**src/design/aalr_pkg.sv**
```systemverilog
// Shared types, constants and helpers of the anti-aliased line rasterizer.
`timescale 1ns / 1ps
`default_nettype none

package aalr_pkg;

    // Field widths of the external words
    localparam int CRD_W    = 16;
    localparam int OFFSET_W = 26;
    localparam int WEIGHT_W = 17;
    localparam int DIM_W    = 13;

    // Fixed-point and range constants
    localparam int COORD_BITS = 16;
    localparam int FRAC_BITS  = 16;
    localparam int MAX_DIM    = 4096;

    // Internal widths
    localparam int MAJOR_W = CRD_W + 1;
    localparam int PIX_W   = CRD_W + 2;
    localparam int ROW_W   = 12;
    localparam int LIN_W   = ROW_W + DIM_W;
    localparam int REM_W   = CRD_W + 2;
    localparam int CNT_W   = 5;

    localparam logic [WEIGHT_W-1:0] WEIGHT_ONE = WEIGHT_W'(1) << FRAC_BITS;
    localparam logic [CNT_W-1:0]    DIV_STEPS  = CNT_W'(FRAC_BITS);
    localparam logic [DIM_W-1:0]    DIM_LIMIT  = DIM_W'(MAX_DIM);

    // Operation codes
    localparam logic OP_LOAD = 1'b0;
    localparam logic OP_STEP = 1'b1;

    // Register indexes (byte address bit 2)
    localparam logic REG_FRAME_WIDTH  = 1'b0;
    localparam logic REG_FRAME_HEIGHT = 1'b1;

    typedef struct packed {
        logic                    operation;
        logic signed [CRD_W-1:0] start_x;
        logic signed [CRD_W-1:0] start_y;
        logic signed [CRD_W-1:0] end_x;
        logic signed [CRD_W-1:0] end_y;
    } cmd_word_t;

    typedef struct packed {
        logic [OFFSET_W-1:0] near_offset;
        logic                near_visible;
        logic [WEIGHT_W-1:0] near_weight;
        logic [OFFSET_W-1:0] far_offset;
        logic                far_visible;
        logic [WEIGHT_W-1:0] far_weight;
        logic                last;
    } pix_word_t;

    typedef enum logic [2:0] {
        ST_IDLE,
        ST_SWAP,
        ST_ORDER,
        ST_DIVIDE,
        ST_LOCATE,
        ST_MULTIPLY,
        ST_SCALE
    } aalr_state_t;

    typedef struct packed {
        logic load_capture;
        logic step_capture;
        logic swap;
        logic order;
        logic div_step;
        logic locate;
        logic multiply;
        logic scale;
    } aalr_cmd_t;

    typedef struct packed {
        logic active;
        logic div_last;
        logic out_free;
    } aalr_status_t;

    function automatic logic signed [CRD_W-1:0] sext_coord(input logic [CRD_W-1:0] v);
        logic signed [CRD_W-1:0] t;
        t = signed'(v << (CRD_W - COORD_BITS));
        return t >>> (CRD_W - COORD_BITS);
    endfunction

endpackage

`default_nettype wire

```
**src/design/aalr_ctrl.sv**
```systemverilog
// Sequencer for segment loads and pixel-pair steps.
`timescale 1ns / 1ps
`default_nettype none

module aalr_ctrl (
    input  wire                  clk,
    input  wire                  rst_n,
    input  wire                  cmd_valid,
    input  wire                  operation,
    input  aalr_pkg::aalr_status_t status,
    output aalr_pkg::aalr_cmd_t  ctrl,
    output logic                 cmd_ready
);
    import aalr_pkg::*;

    aalr_state_t state_reg;
    aalr_state_t state_next;

    always_ff @(posedge clk or negedge rst_n)
    begin
        if (!rst_n)
        begin
            state_reg <= ST_IDLE;
        end
        else
        begin
            state_reg <= state_next;
        end
    end

    always_comb
    begin
        state_next = state_reg;
        case (state_reg)
            ST_IDLE:
            begin
                if (cmd_valid)
                begin
                    if (operation == OP_LOAD)
                    begin
                        state_next = ST_SWAP;
                    end
                    else if (status.active)
                    begin
                        state_next = ST_LOCATE;
                    end
                end
            end
            ST_SWAP:     state_next = ST_ORDER;
            ST_ORDER:    state_next = ST_DIVIDE;
            ST_DIVIDE:
            begin
                if (status.div_last)
                begin
                    state_next = ST_IDLE;
                end
            end
            ST_LOCATE:   state_next = ST_MULTIPLY;
            ST_MULTIPLY: state_next = ST_SCALE;
            ST_SCALE:
            begin
                if (status.out_free)
                begin
                    state_next = ST_IDLE;
                end
            end
            default:     state_next = ST_IDLE;
        endcase
    end

    always_comb
    begin
        ctrl      = '0;
        cmd_ready = 1'b0;
        case (state_reg)
            ST_IDLE:
            begin
                cmd_ready         = 1'b1;
                ctrl.load_capture = cmd_valid && (operation == OP_LOAD);
                // a step with no live segment is taken and dropped
                ctrl.step_capture = cmd_valid && (operation == OP_STEP) && status.active;
            end
            ST_SWAP:     ctrl.swap     = 1'b1;
            ST_ORDER:    ctrl.order    = 1'b1;
            ST_DIVIDE:   ctrl.div_step = 1'b1;
            ST_LOCATE:   ctrl.locate   = 1'b1;
            ST_MULTIPLY: ctrl.multiply = 1'b1;
            ST_SCALE:    ctrl.scale    = status.out_free;
            default:     ctrl          = '0;
        endcase
    end

endmodule

`default_nettype wire

```
**src/design/aalr_datapath.sv**
```systemverilog
// Segment setup, slope divider, step state and pixel address pipeline.
`timescale 1ns / 1ps
`default_nettype none

module aalr_datapath (
    input  wire                                 clk,
    input  wire                                 rst_n,
    input  aalr_pkg::aalr_cmd_t                 ctrl,
    output aalr_pkg::aalr_status_t              status,
    input  aalr_pkg::cmd_word_t                 cmd,
    input  wire [aalr_pkg::DIM_W-1:0]           frame_width,
    input  wire [aalr_pkg::DIM_W-1:0]           frame_height,
    output aalr_pkg::pix_word_t                 pix,
    output logic                                pix_valid,
    input  wire                                 pix_ready
);
    import aalr_pkg::*;

    // Raw endpoints and axis-swapped endpoints
    logic signed [CRD_W-1:0] x0_reg, y0_reg, x1_reg, y1_reg;
    logic signed [CRD_W-1:0] a0_reg, b0_reg, a1_reg, b1_reg;

    // Segment state
    logic                      active_reg, active_next;
    logic                      steep_reg;
    logic signed [MAJOR_W-1:0] major_pos_reg, major_end_reg;
    logic signed [PIX_W-1:0]   minor_pos_reg;
    logic                      minor_down_reg;
    logic [WEIGHT_W-1:0]       error_reg, slope_reg;

    // Divider
    logic [REM_W-1:0]    rem_reg, rem_next;
    logic [MAJOR_W-1:0]  dvsr_reg;
    logic [WEIGHT_W-1:0] quo_reg, quo_next;
    logic [CNT_W-1:0]    cnt_reg;

    // Pixel pipeline
    logic signed [PIX_W-1:0] nx_reg, ny_reg, fx_reg, fy_reg;
    logic [WEIGHT_W-1:0]     nw_reg, fw_reg;
    logic                    last_reg;
    logic                    nvis_reg, fvis_reg;
    logic [ROW_W-1:0]        nrow_reg, ncol_reg, frow_reg, fcol_reg;
    logic [LIN_W-1:0]        nlin_reg, flin_reg;

    pix_word_t pix_reg;
    logic      pix_valid_reg, pix_valid_next;

    // ---------------- setup combinational ----------------
    logic signed [MAJOR_W-1:0] ddx, ddy;
    logic [MAJOR_W-1:0]        adx, ady;
    logic                      steep;

    always_comb
    begin
        ddx   = MAJOR_W'(x1_reg) - MAJOR_W'(x0_reg);
        ddy   = MAJOR_W'(y1_reg) - MAJOR_W'(y0_reg);
        adx   = (ddx < 0) ? MAJOR_W'(-ddx) : MAJOR_W'(ddx);
        ady   = (ddy < 0) ? MAJOR_W'(-ddy) : MAJOR_W'(ddy);
        steep = ady > adx;
    end

    logic                      flip_ends;
    logic signed [CRD_W-1:0]   lo_a, lo_b, hi_a, hi_b;
    logic signed [MAJOR_W-1:0] ddb;
    logic [MAJOR_W-1:0]        seg_dx, seg_dy;

    always_comb
    begin
        flip_ends = a0_reg > a1_reg;
        lo_a      = flip_ends ? a1_reg : a0_reg;
        lo_b      = flip_ends ? b1_reg : b0_reg;
        hi_a      = flip_ends ? a0_reg : a1_reg;
        hi_b      = flip_ends ? b0_reg : b1_reg;
        seg_dx    = MAJOR_W'(MAJOR_W'(hi_a) - MAJOR_W'(lo_a));
        ddb       = MAJOR_W'(hi_b) - MAJOR_W'(lo_b);
        seg_dy    = (ddb < 0) ? MAJOR_W'(-ddb) : MAJOR_W'(ddb);
    end

    // ---------------- restoring divider, one quotient bit a cycle ----------------
    logic             rem_ge;
    logic [REM_W-1:0] rem_sub;

    always_comb
    begin
        rem_ge   = rem_reg >= REM_W'(dvsr_reg);
        rem_sub  = rem_ge ? (rem_reg - REM_W'(dvsr_reg)) : rem_reg;
        rem_next = {rem_sub[REM_W-2:0], 1'b0};
        quo_next = {quo_reg[WEIGHT_W-2:0], rem_ge};
    end

    // ---------------- step combinational ----------------
    logic signed [PIX_W-1:0]   far_minor;
    logic signed [PIX_W-1:0]   major_ext;
    logic                      fin;
    logic [WEIGHT_W-1:0]       err_sum;
    logic                      err_wrap;

    always_comb
    begin
        far_minor = minor_down_reg ? (minor_pos_reg - PIX_W'(1)) : (minor_pos_reg + PIX_W'(1));
        major_ext = PIX_W'(major_pos_reg);
        fin       = major_pos_reg >= major_end_reg;
        err_sum   = error_reg + slope_reg;
        err_wrap  = err_sum >= WEIGHT_ONE;
    end

    // ---------------- locate combinational ----------------
    function automatic logic in_frame(input logic signed [PIX_W-1:0] x,
                                      input logic signed [PIX_W-1:0] y,
                                      input logic [DIM_W-1:0] w,
                                      input logic [DIM_W-1:0] h);
        logic signed [PIX_W-1:0] ws, hs;
        ws = signed'(PIX_W'(w));
        hs = signed'(PIX_W'(h));
        return (x >= 0) && (x < ws) && (y >= 0) && (y < hs);
    endfunction

    function automatic logic [ROW_W-1:0] flip_row(input logic signed [PIX_W-1:0] y,
                                                  input logic [DIM_W-1:0] h);
        logic signed [PIX_W-1:0] r;
        r = signed'(PIX_W'(h)) - PIX_W'(1) - y;
        return r[ROW_W-1:0];
    endfunction

    // ---------------- control registers ----------------
    always_comb
    begin
        active_next = active_reg;
        if (ctrl.load_capture)
        begin
            active_next = 1'b0;
        end
        else if (ctrl.div_step && (cnt_reg == '0))
        begin
            active_next = 1'b1;
        end
        else if (ctrl.step_capture && fin)
        begin
            active_next = 1'b0;
        end

        pix_valid_next = pix_valid_reg;
        if (ctrl.scale)
        begin
            pix_valid_next = 1'b1;
        end
        else if (pix_ready)
        begin
            pix_valid_next = 1'b0;
        end
    end

    always_ff @(posedge clk or negedge rst_n)
    begin
        if (!rst_n)
        begin
            active_reg    <= 1'b0;
            pix_valid_reg <= 1'b0;
        end
        else
        begin
            active_reg    <= active_next;
            pix_valid_reg <= pix_valid_next;
        end
    end

    // ---------------- payload registers ----------------
    always_ff @(posedge clk)
    begin
        if (ctrl.load_capture)
        begin
            x0_reg <= sext_coord(cmd.start_x);
            y0_reg <= sext_coord(cmd.start_y);
            x1_reg <= sext_coord(cmd.end_x);
            y1_reg <= sext_coord(cmd.end_y);
        end

        if (ctrl.swap)
        begin
            steep_reg <= steep;
            a0_reg    <= steep ? y0_reg : x0_reg;
            b0_reg    <= steep ? x0_reg : y0_reg;
            a1_reg    <= steep ? y1_reg : x1_reg;
            b1_reg    <= steep ? x1_reg : y1_reg;
        end

        if (ctrl.order)
        begin
            major_pos_reg  <= MAJOR_W'(lo_a);
            major_end_reg  <= MAJOR_W'(hi_a);
            minor_pos_reg  <= PIX_W'(lo_b);
            minor_down_reg <= !(lo_b < hi_b);
            error_reg      <= '0;
            rem_reg        <= REM_W'(seg_dy);
            dvsr_reg       <= seg_dx;
            quo_reg        <= '0;
            cnt_reg        <= DIV_STEPS;
        end

        if (ctrl.div_step)
        begin
            rem_reg <= rem_next;
            quo_reg <= quo_next;
            cnt_reg <= cnt_reg - CNT_W'(1);
            if (cnt_reg == '0)
            begin
                // zero-length segment: force a flat slope
                slope_reg <= (dvsr_reg == '0) ? '0 : quo_next;
            end
        end

        if (ctrl.step_capture)
        begin
            nx_reg   <= steep_reg ? minor_pos_reg : major_ext;
            ny_reg   <= steep_reg ? major_ext : minor_pos_reg;
            fx_reg   <= steep_reg ? far_minor : major_ext;
            fy_reg   <= steep_reg ? major_ext : far_minor;
            nw_reg   <= WEIGHT_ONE - error_reg;
            fw_reg   <= error_reg;
            last_reg <= fin;
            if (!fin)
            begin
                major_pos_reg <= major_pos_reg + MAJOR_W'(1);
                if (err_wrap)
                begin
                    error_reg     <= err_sum - WEIGHT_ONE;
                    minor_pos_reg <= far_minor;
                end
                else
                begin
                    error_reg <= err_sum;
                end
            end
        end

        if (ctrl.locate)
        begin
            nvis_reg <= in_frame(nx_reg, ny_reg, frame_width, frame_height);
            fvis_reg <= in_frame(fx_reg, fy_reg, frame_width, frame_height);
            nrow_reg <= flip_row(ny_reg, frame_height);
            frow_reg <= flip_row(fy_reg, frame_height);
            ncol_reg <= nx_reg[ROW_W-1:0];
            fcol_reg <= fx_reg[ROW_W-1:0];
        end

        if (ctrl.multiply)
        begin
            nlin_reg <= (LIN_W'(nrow_reg) * LIN_W'(frame_width)) + LIN_W'(ncol_reg);
            flin_reg <= (LIN_W'(frow_reg) * LIN_W'(frame_width)) + LIN_W'(fcol_reg);
        end

        if (ctrl.scale)
        begin
            pix_reg.near_offset  <= nvis_reg ?
                (OFFSET_W'(nlin_reg) + (OFFSET_W'(nlin_reg) << 1)) : '0;
            pix_reg.near_visible <= nvis_reg;
            pix_reg.near_weight  <= nw_reg;
            pix_reg.far_offset   <= fvis_reg ?
                (OFFSET_W'(flin_reg) + (OFFSET_W'(flin_reg) << 1)) : '0;
            pix_reg.far_visible  <= fvis_reg;
            pix_reg.far_weight   <= fw_reg;
            pix_reg.last         <= last_reg;
        end
    end

    always_comb
    begin
        status.active   = active_reg;
        status.div_last = (cnt_reg == '0);
        status.out_free = !pix_valid_reg || pix_ready;
        pix             = pix_reg;
        pix_valid       = pix_valid_reg;
    end

endmodule

`default_nettype wire

```
**src/design/antialiased_line_rasterizer_unit.sv**
```systemverilog
// Step item: the step state is captured, then the LOCATE, MULTIPLY and SCALE states form the result word;
// the next item is taken after SCALE, later while the result register is still held by the consumer.
// Load item: SWAP and ORDER setup states, then the slope divider (one slope bit a cycle).
// One item is in flight at a time; the result register frees the input side once loaded.
// Reset (rst_n low, asynchronous): no segment active, no result pending,
// frame size 640 by 480.
`timescale 1ns / 1ps
`default_nettype none

module antialiased_line_rasterizer_unit (
    input  wire                  clk,
    input  wire                  rst_n,
    input  wire                  cmd_valid,
    output logic                 cmd_ready,
    input  aalr_pkg::cmd_word_t  cmd,
    output logic                 pix_valid,
    input  wire                  pix_ready,
    output aalr_pkg::pix_word_t  pix,
    input  wire                  psel,
    input  wire                  penable,
    input  wire                  pwrite,
    input  wire [2:0]            paddr,
    input  wire [31:0]           pwdata,
    output logic [31:0]          prdata,
    output logic                 pready
);
    import aalr_pkg::*;

    logic [DIM_W-1:0] frame_width_reg, frame_width_next;
    logic [DIM_W-1:0] frame_height_reg, frame_height_next;
    logic [DIM_W-1:0] wr_value;
    logic             wr_en;

    aalr_cmd_t    ctrl;
    aalr_status_t status;

    // clamp written size to the largest frame
    always_comb
    begin
        wr_en    = psel && penable && pwrite;
        wr_value = (pwdata[DIM_W-1:0] > DIM_LIMIT) ? DIM_LIMIT : pwdata[DIM_W-1:0];

        frame_width_next  = frame_width_reg;
        frame_height_next = frame_height_reg;
        if (wr_en)
        begin
            if (paddr[2] == REG_FRAME_WIDTH)
            begin
                frame_width_next = wr_value;
            end
            else
            begin
                frame_height_next = wr_value;
            end
        end

        pready = 1'b1;
        prdata = (paddr[2] == REG_FRAME_HEIGHT) ? 32'(frame_height_reg) : 32'(frame_width_reg);
    end

    always_ff @(posedge clk or negedge rst_n)
    begin
        if (!rst_n)
        begin
            frame_width_reg  <= DIM_W'(640);
            frame_height_reg <= DIM_W'(480);
        end
        else
        begin
            frame_width_reg  <= frame_width_next;
            frame_height_reg <= frame_height_next;
        end
    end

    aalr_ctrl u_ctrl (
        .clk       (clk),
        .rst_n     (rst_n),
        .cmd_valid (cmd_valid),
        .operation (cmd.operation),
        .status    (status),
        .ctrl      (ctrl),
        .cmd_ready (cmd_ready)
    );

    aalr_datapath u_datapath (
        .clk          (clk),
        .rst_n        (rst_n),
        .ctrl         (ctrl),
        .status       (status),
        .cmd          (cmd),
        .frame_width  (frame_width_reg),
        .frame_height (frame_height_reg),
        .pix          (pix),
        .pix_valid    (pix_valid),
        .pix_ready    (pix_ready)
    );

endmodule

`default_nettype wire
```
**config.mk**
```make
export PLATFORM = sky130hd
export DESIGN_NAME = antialiased_line_rasterizer_unit
export DESIGN_NICKNAME = d
export VERILOG_FILES = /design/src/design/aalr_pkg.sv /design/src/design/aalr_ctrl.sv /design/src/design/aalr_datapath.sv /design/src/design/antialiased_line_rasterizer_unit.sv
export SDC_FILE = /design/constraint.sdc
export NUM_CORES = 2
export LEC_CHECK = 0
export ABC_AREA = 1
export BUFFER_PORTS_ARGS = -buffer_cell sky130_fd_sc_hd__buf_2
export CAP_MARGIN = 20
export CORE_ASPECT_RATIO = 0.8
export CORE_MARGIN = 2
export CORE_UTILIZATION = 42
export CTS_CLUSTER_SIZE = 25
export DETAILED_ROUTE_END_ITERATION = 10
export PLACE_DENSITY = 0.66
export SYNTH_ARGS = -nofsm -noshare
export SYNTH_HDL_FRONTEND = slang
export SYNTH_SLANG_ARGS = --single-unit
```
**constraint.sdc**
```tcl
create_clock -name clk -period 6.9 [get_ports clk]
set_input_delay 1.035 -clock clk [delete_from_list [all_inputs] [get_ports clk]]
set_output_delay 1.035 -clock clk [all_outputs]
set_load 0.05 [all_outputs]
```
# ---- After elaboration in Yosys (flattened, before gate mapping)
# Cells that the tools add are included.
dict set report op_classes {
  reduce_logical 26
  muxes 55
  mul 2
  addsub 22
  order_cmp 18
  n_bitwise 2
  n_eq_ne 10
}
# op n
set ops {}
lappend ops {{18-bit 2-to-1 mux} 11}
lappend ops {{17-bit 2-to-1 mux} 11}
lappend ops {{16-bit 2-to-1 mux} 10}
lappend ops {{18-bit by 1-bit >= comparator with 1-bit output (second input constant)} 4}
lappend ops {{18-bit by 14-bit < comparator with 1-bit output} 4}
lappend ops {{16-bit by 16-bit subtractor with 17-bit output} 4}
lappend ops {{25-bit by 26-bit adder with 26-bit output} 2}
lappend ops {{17-bit by 1-bit < comparator with 1-bit output (second input constant)} 3}
lappend ops {{17-bit negation} 3}
lappend ops {{25-bit by 12-bit adder with 25-bit output} 2}
lappend ops {{12-bit by 13-bit multiplier with 25-bit output} 2}
lappend ops {{13-bit 2-to-1 mux} 2}
lappend ops {{12-bit subtractor} 2}
lappend ops {{3-bit case mux with 7 select lines} 1}
lappend ops {{18-bit by 2-bit adder with 18-bit output (second input constant)} 1}
lappend ops {{18-bit by 17-bit >= comparator with 1-bit output} 1}
lappend ops {{18-bit by 2-bit subtractor with 18-bit output (second input constant)} 1}
lappend ops {{17-bit adder} 1}
lappend ops {{17-bit by 2-bit adder with 17-bit output (second input constant)} 1}
lappend ops {{17-bit by 16-bit >= comparator with 1-bit output} 1}
lappend ops {{17-bit >= comparator (second input constant)} 1}
lappend ops {{17-bit greater-than comparator} 1}
lappend ops {{17-bit zero test} 1}
lappend ops {{17-bit subtractor} 1}
lappend ops {{other kinds (27)} 64}
dict set report word_totals {
  wordCells 182
  reg_bits 598
  out_inout_bits 124
  in_bits 107
}

# ---- Depth between registers and ports, before layout
dict set report depth {
  depth_word 7
  ltp_mapped 33
  mapped_depth_nobuf 31
}

# ---- By module
# From an unflattened synthesis, not the netlist that was laid out.
dict set report unflattened {
  cells_unflattened 5085
  hier_area_um2 45069.5
}
# mod cells_per_inst area_each_um2 n_inst
set modules_own_cells {}
lappend modules_own_cells {aalr_datapath 4851 43376.6 1}
lappend modules_own_cells {antialiased_line_rasterizer_unit 190 1425.1 1}
lappend modules_own_cells {aalr_ctrl 44 267.8 1}

# ---- Worst setup path before layout
# OpenSTA, ideal clock, no wires.
dict set report synth_timing {
  kind {flip-flop to flip-flop}
  start {reg u_ctrl.state_reg[2]}
  end {reg u_datapath.minor_pos_reg[14]}
  t_required_ns 6.842
  t_arrival_ns 7.928
  stages_incl_launch_ff 15
  n_path_buf 1
  setup_ns 0.058
  setup_slack_ns -1.086
  path_cell_list {dfrtp_1 -> nor2_1 -> inv_1 -> nor2_1 -> inv_1 -> nor2_1 -> inv_1 -> nor2_1 -> nand2_1 -> clkinv_1 -> nand2_2 -> nor2_2 -> buf_4 -> nand2_1 -> nand2_1}
}
# item line_no
set synth_rtl {}
lappend synth_rtl {{from (decl)} aalr_ctrl.sv:16} ;# aalr_state_t state_reg;
lappend synth_rtl {{from (signal assigned)} aalr_ctrl.sv:27} ;# state_reg <= state_next;
lappend synth_rtl {{to (signal assigned)} aalr_datapath.sv:191} ;# minor_pos_reg <= PIX_W'(lo_b);
lappend synth_rtl {{to (signal assigned)} aalr_datapath.sv:227} ;# minor_pos_reg <= far_minor;
lappend synth_rtl {{to (decl)} aalr_datapath.sv:27} ;# logic signed [PIX_W-1:0] minor_pos_reg;

# ---- Worst setup path after layout
dict set report layout_timing {
  start {reg frame_width_reg[5]}
  end {reg u_datapath.nlin_reg[24] (data pin)}
}
dict set report layout_between {
  elab_chain_len 2
}
# item line_no
set layout_lines {}
lappend layout_lines {{from (decl)} antialiased_line_rasterizer_unit.sv:29} ;# logic [DIM_W-1:0] frame_width_reg, frame_width_next;
lappend layout_lines {{from (signal assigned)} antialiased_line_rasterizer_unit.sv:70} ;# frame_width_reg <= frame_width_next;
lappend layout_lines {{12-bit by 13-bit multiplier with 25-bit output} aalr_datapath.sv:248} ;# nlin_reg <= (LIN_W'(nrow_reg) * LIN_W'(frame_width)) + LIN_W'(ncol_reg);
lappend layout_lines {{25-bit by 12-bit adder with 25-bit output} aalr_datapath.sv:248}
lappend layout_lines {{to (signal assigned)} aalr_datapath.sv:248}
lappend layout_lines {{to (decl)} aalr_datapath.sv:43} ;# logic [LIN_W-1:0] nlin_reg, flin_reg;
# Every way passes these cells.
# A chain may end at the register's enable or synchronous reset.

==> metrics.yaml <==
power:
  power_density_nw_per_um2: 475
  peakVddDrop_mv: 0.323
  power_mw: 23.5
  leakagePower_nw: 23.4
setup_path:
  startpoint_type: "register"
  crit_required_ns: 7.28
  cpMaxStageDelayCell: "dfrtp_1"
  crit_arrival_ns: 6.52
  end_kind: "register"
  cp_max_fo: 11
  max_stage_delay_ns: 0.75
  critPathBufInv: 3
  crit_path_cell_trace: "buf_4, nand2_1, fa_1, inv_1, fa_1, fa_1, fa_1, fa_1, ha_1, a21oi_1, o21ai_0, a21oi_1, nor2_1, nor2_1, inv_1, a21oi_1, o21ai_1, a21oi_1, o21ai_1, a21oi_1, nor2_1, nor2_1, xor2_1"
  criticalPathCategory: "reg2reg"
  critPathTopFamily: "adder cells"
sta:
  tightestPinTransition_ns: 1.02
  finalCritPeriodShare_pct: 89.1
  grt_setup_unrepaired: "false"
  finClkSkew_ns: 0.0274
  max_freq_mhz: 163
  fin_setup_tns_ns: 0
  period_minus_slack_ns: 6.15
  max-slew-margin-rel_pct: 32.1
  slew_violations: 0
  setup_violations: 0
  fin_ws_ns: 0.754
  hold_violations: 0
routing:
  drc: 0
  wl_um: 107000
  viasPerCell: 5.02
  first_iter_violations: 2327
  first_pass_iters: 5
  wl_per_cell_um: 16.1
  antenna_left: 0
  num_vias: 33400
placement:
  numPortBuffers: 189
  dpl_worst_slack_ns: 0.745
  detailed_place_hpwl_um: 84600
  gp_congestion: 0.923
clock_network:
  clk_pin_slew_ns: 0.06
  postCtsHoldBufs: 0
  numCtsBuffers: 68
  cts_buffer_depth: 3
  post_cts_buffers: 0
  cts_htree_levels: 3
  clk_latency_ns: 0.65
  cts_resized: 0
  cts_sinks: 596
  cts_tree: "done"
  cts-root-buf: "clkbuf_16"
global_routing:
  track_usage_pct: 19.7
  overflow: 0
  grt_pass1_vias: 32300
  grt_max_degree: 82
  antenna_found_initial: 2
  grt_pass1_wl_um: 170000
floorplanning:
  die_x_um: 369
  rows: 107
  core_area_um2: 106000
  fp.dieH_um: 296
  ioPinCount: 231
  die_area_um2: 109000
  start_util_pct: 42.2
hold_path:
  hp-class: "reg2reg"
synth:
  ys_seq_elements: 596
  ys_types: 73
  synthCells: 5010
  ys.flop_type: "edfxtp_1"
  synthesis.area_um2: 44700
  synth_edf_count: 512
  yosysWarnings: 0
  yosysSeqAreaShare_pct: 38.5
  synthArstFlopShare_pct: 5.20
  synth_area_per_cell_um2: 8.93
cells_and_area:
  layout.nets: 5927
  largest_register_ffs: 88
  area_growth_pct: 10.4
  drive_gt1_share_pct: 8.31
  fin_util_pct: 46.6
outcome:
  status: "complete, no violations"
job:
  maxCapViolations: 0
[per-layer routing]
| metal | GRT usage [%] | part of all wire [%] | wire, um | vias up |
|---|---|---|---|---|
| met5 | 0 | 0 | 0 | - |
| met3 | 3.12 | 5.2 | 5570 | 181 |
| met4 | 6.00 | 2.8 | 3020 | 0 |
| li1 | - | - | - | 16600 |
| met2 | 33.3 | 47 | 50600 | 801 |
| met1 | 26.0 | 45 | 47700 | 15800 |
[logic make-up after synthesis]
logic type,synth area share [%]
mux,0.0224
simple gates,15.0
xor+xnor,4.23
other cells,0.0168
fa+ha+maj,22.5
compound gates,10.4
flops,38.5
buf+inv,9.41
[layout make-up]
class | count | area, um^2
fill | 10100 | 56600
multi-input combinational | 3357 | 23400
antenna | 1 | 2.50
inverter | 912 | 3430
clock inverter | 40 | 392
timing repair buffer | 232 | 1310
tap | 1417 | 1770
sequential | 596 | 17200
clock buffer | 85 | 1860
[synthesized netlist by cell type (5+ instances only)]
library cell | n | area share (%)
and2_1 | 5 | 0.070
nor4_1 | 17 | 0.24
o221ai_1 | 7 | 0.14
dfrtp_1 | 25 | 1.4
buf_4 | 25 | 0.42
clkbuf_1 | 110 | 0.92
edfxtp_1 | 512 | 34
or2_2 | 12 | 0.17
nor3b_1 | 5 | 0.084
o21a_1 | 12 | 0.20
buf_6 | 7 | 0.18
a211oi_1 | 5 | 0.084
a21boi_0 | 8 | 0.13
dfxtp_1 | 53 | 2.4
a31oi_1 | 11 | 0.15
o211ai_1 | 12 | 0.20
xor2_1 | 161 | 3.2
fa_1 | 251 | 11
nand3_2 | 7 | 0.16
xnor2_1 | 55 | 1.1
o21bai_1 | 16 | 0.27
o21ai_1 | 34 | 0.38
nor3_1 | 41 | 0.46
nand3b_1 | 6 | 0.10
nor2_1 | 205 | 1.7
inv_1 | 907 | 7.6
buf_1 | 15 | 0.13
a21oi_1 | 295 | 3.3
ha_1 | 402 | 11
nand2_1 | 1104 | 9.3
a21o_1 | 10 | 0.17
nand2_2 | 29 | 0.41
dfstp_2 | 6 | 0.35
o21ai_2 | 13 | 0.25
nand3_1 | 140 | 1.6
a21oi_2 | 6 | 0.12
nand4_1 | 33 | 0.46
o31ai_1 | 11 | 0.18
o21ai_0 | 378 | 4.2
[layout by cell type (no fill, tap or decap), types with 13 or more instances in the layout]
cell / netlist / layout
a21oi_1: 295 / 295
buf_2: 4 / 189
buf_4: 25 / 40
clkbuf_16: 0 / 72
conb_1: 2 / 20
dfrtp_1: 25 / 25
dfxtp_1: 53 / 53
edfxtp_1: 512 / 512
fa_1: 251 / 251
ha_1: 402 / 402
inv_1: 907 / 906
nand2_1: 1104 / 1102
nand2_2: 29 / 31
nand3_1: 140 / 140
nand4_1: 33 / 33
nor2_1: 205 / 199
nor3_1: 41 / 40
nor4_1: 17 / 17
o21ai_0: 378 / 378
o21ai_1: 34 / 34
o21ai_2: 13 / 13
o21bai_1: 16 / 16
xnor2_1: 55 / 55
xor2_1: 161 / 161
[stage by stage]
stage | area [um^2] | hold WS (ns) | std cells
after floorplan | 44800 | 0.400 | 5028
after global placement | 47100 | 0.402 | 6513
after detailed placement | 47100 | 0.405 | 6513
after CTS | 49400 | 0.414 | 6638
after global routing | 49400 | 0.421 | 6639
final | 49400 | 0.415 | 6640
[power breakdown]
group          total (mW)  switching (mW)  internal [mW]
clock network        3.69            1.53           2.15
logic                13.6            8.97           4.65
registers            6.18           0.625           5.55
[path summary, 6_finish.rpt]
path / start / endpoint / slack (ns) / cells past startpoint
min: u_datapath.nw_reg[14] / u_datapath.pix[59] / 0.42 / 0
max reg2reg: frame_width_reg[5] / u_datapath.nlin_reg[24] / 0.75 / 23
max: frame_width_reg[5] / u_datapath.nlin_reg[24] / 0.75 / 23
min in group asynchronous: rst_n / u_datapath.active_reg / 0.51 / 1
min reg2reg: u_datapath.nw_reg[14] / u_datapath.pix[59] / 0.42 / 0
max in group asynchronous: rst_n / frame_width_reg[2] / 5.78 / 1
Power figures use the tool's default switching activity.
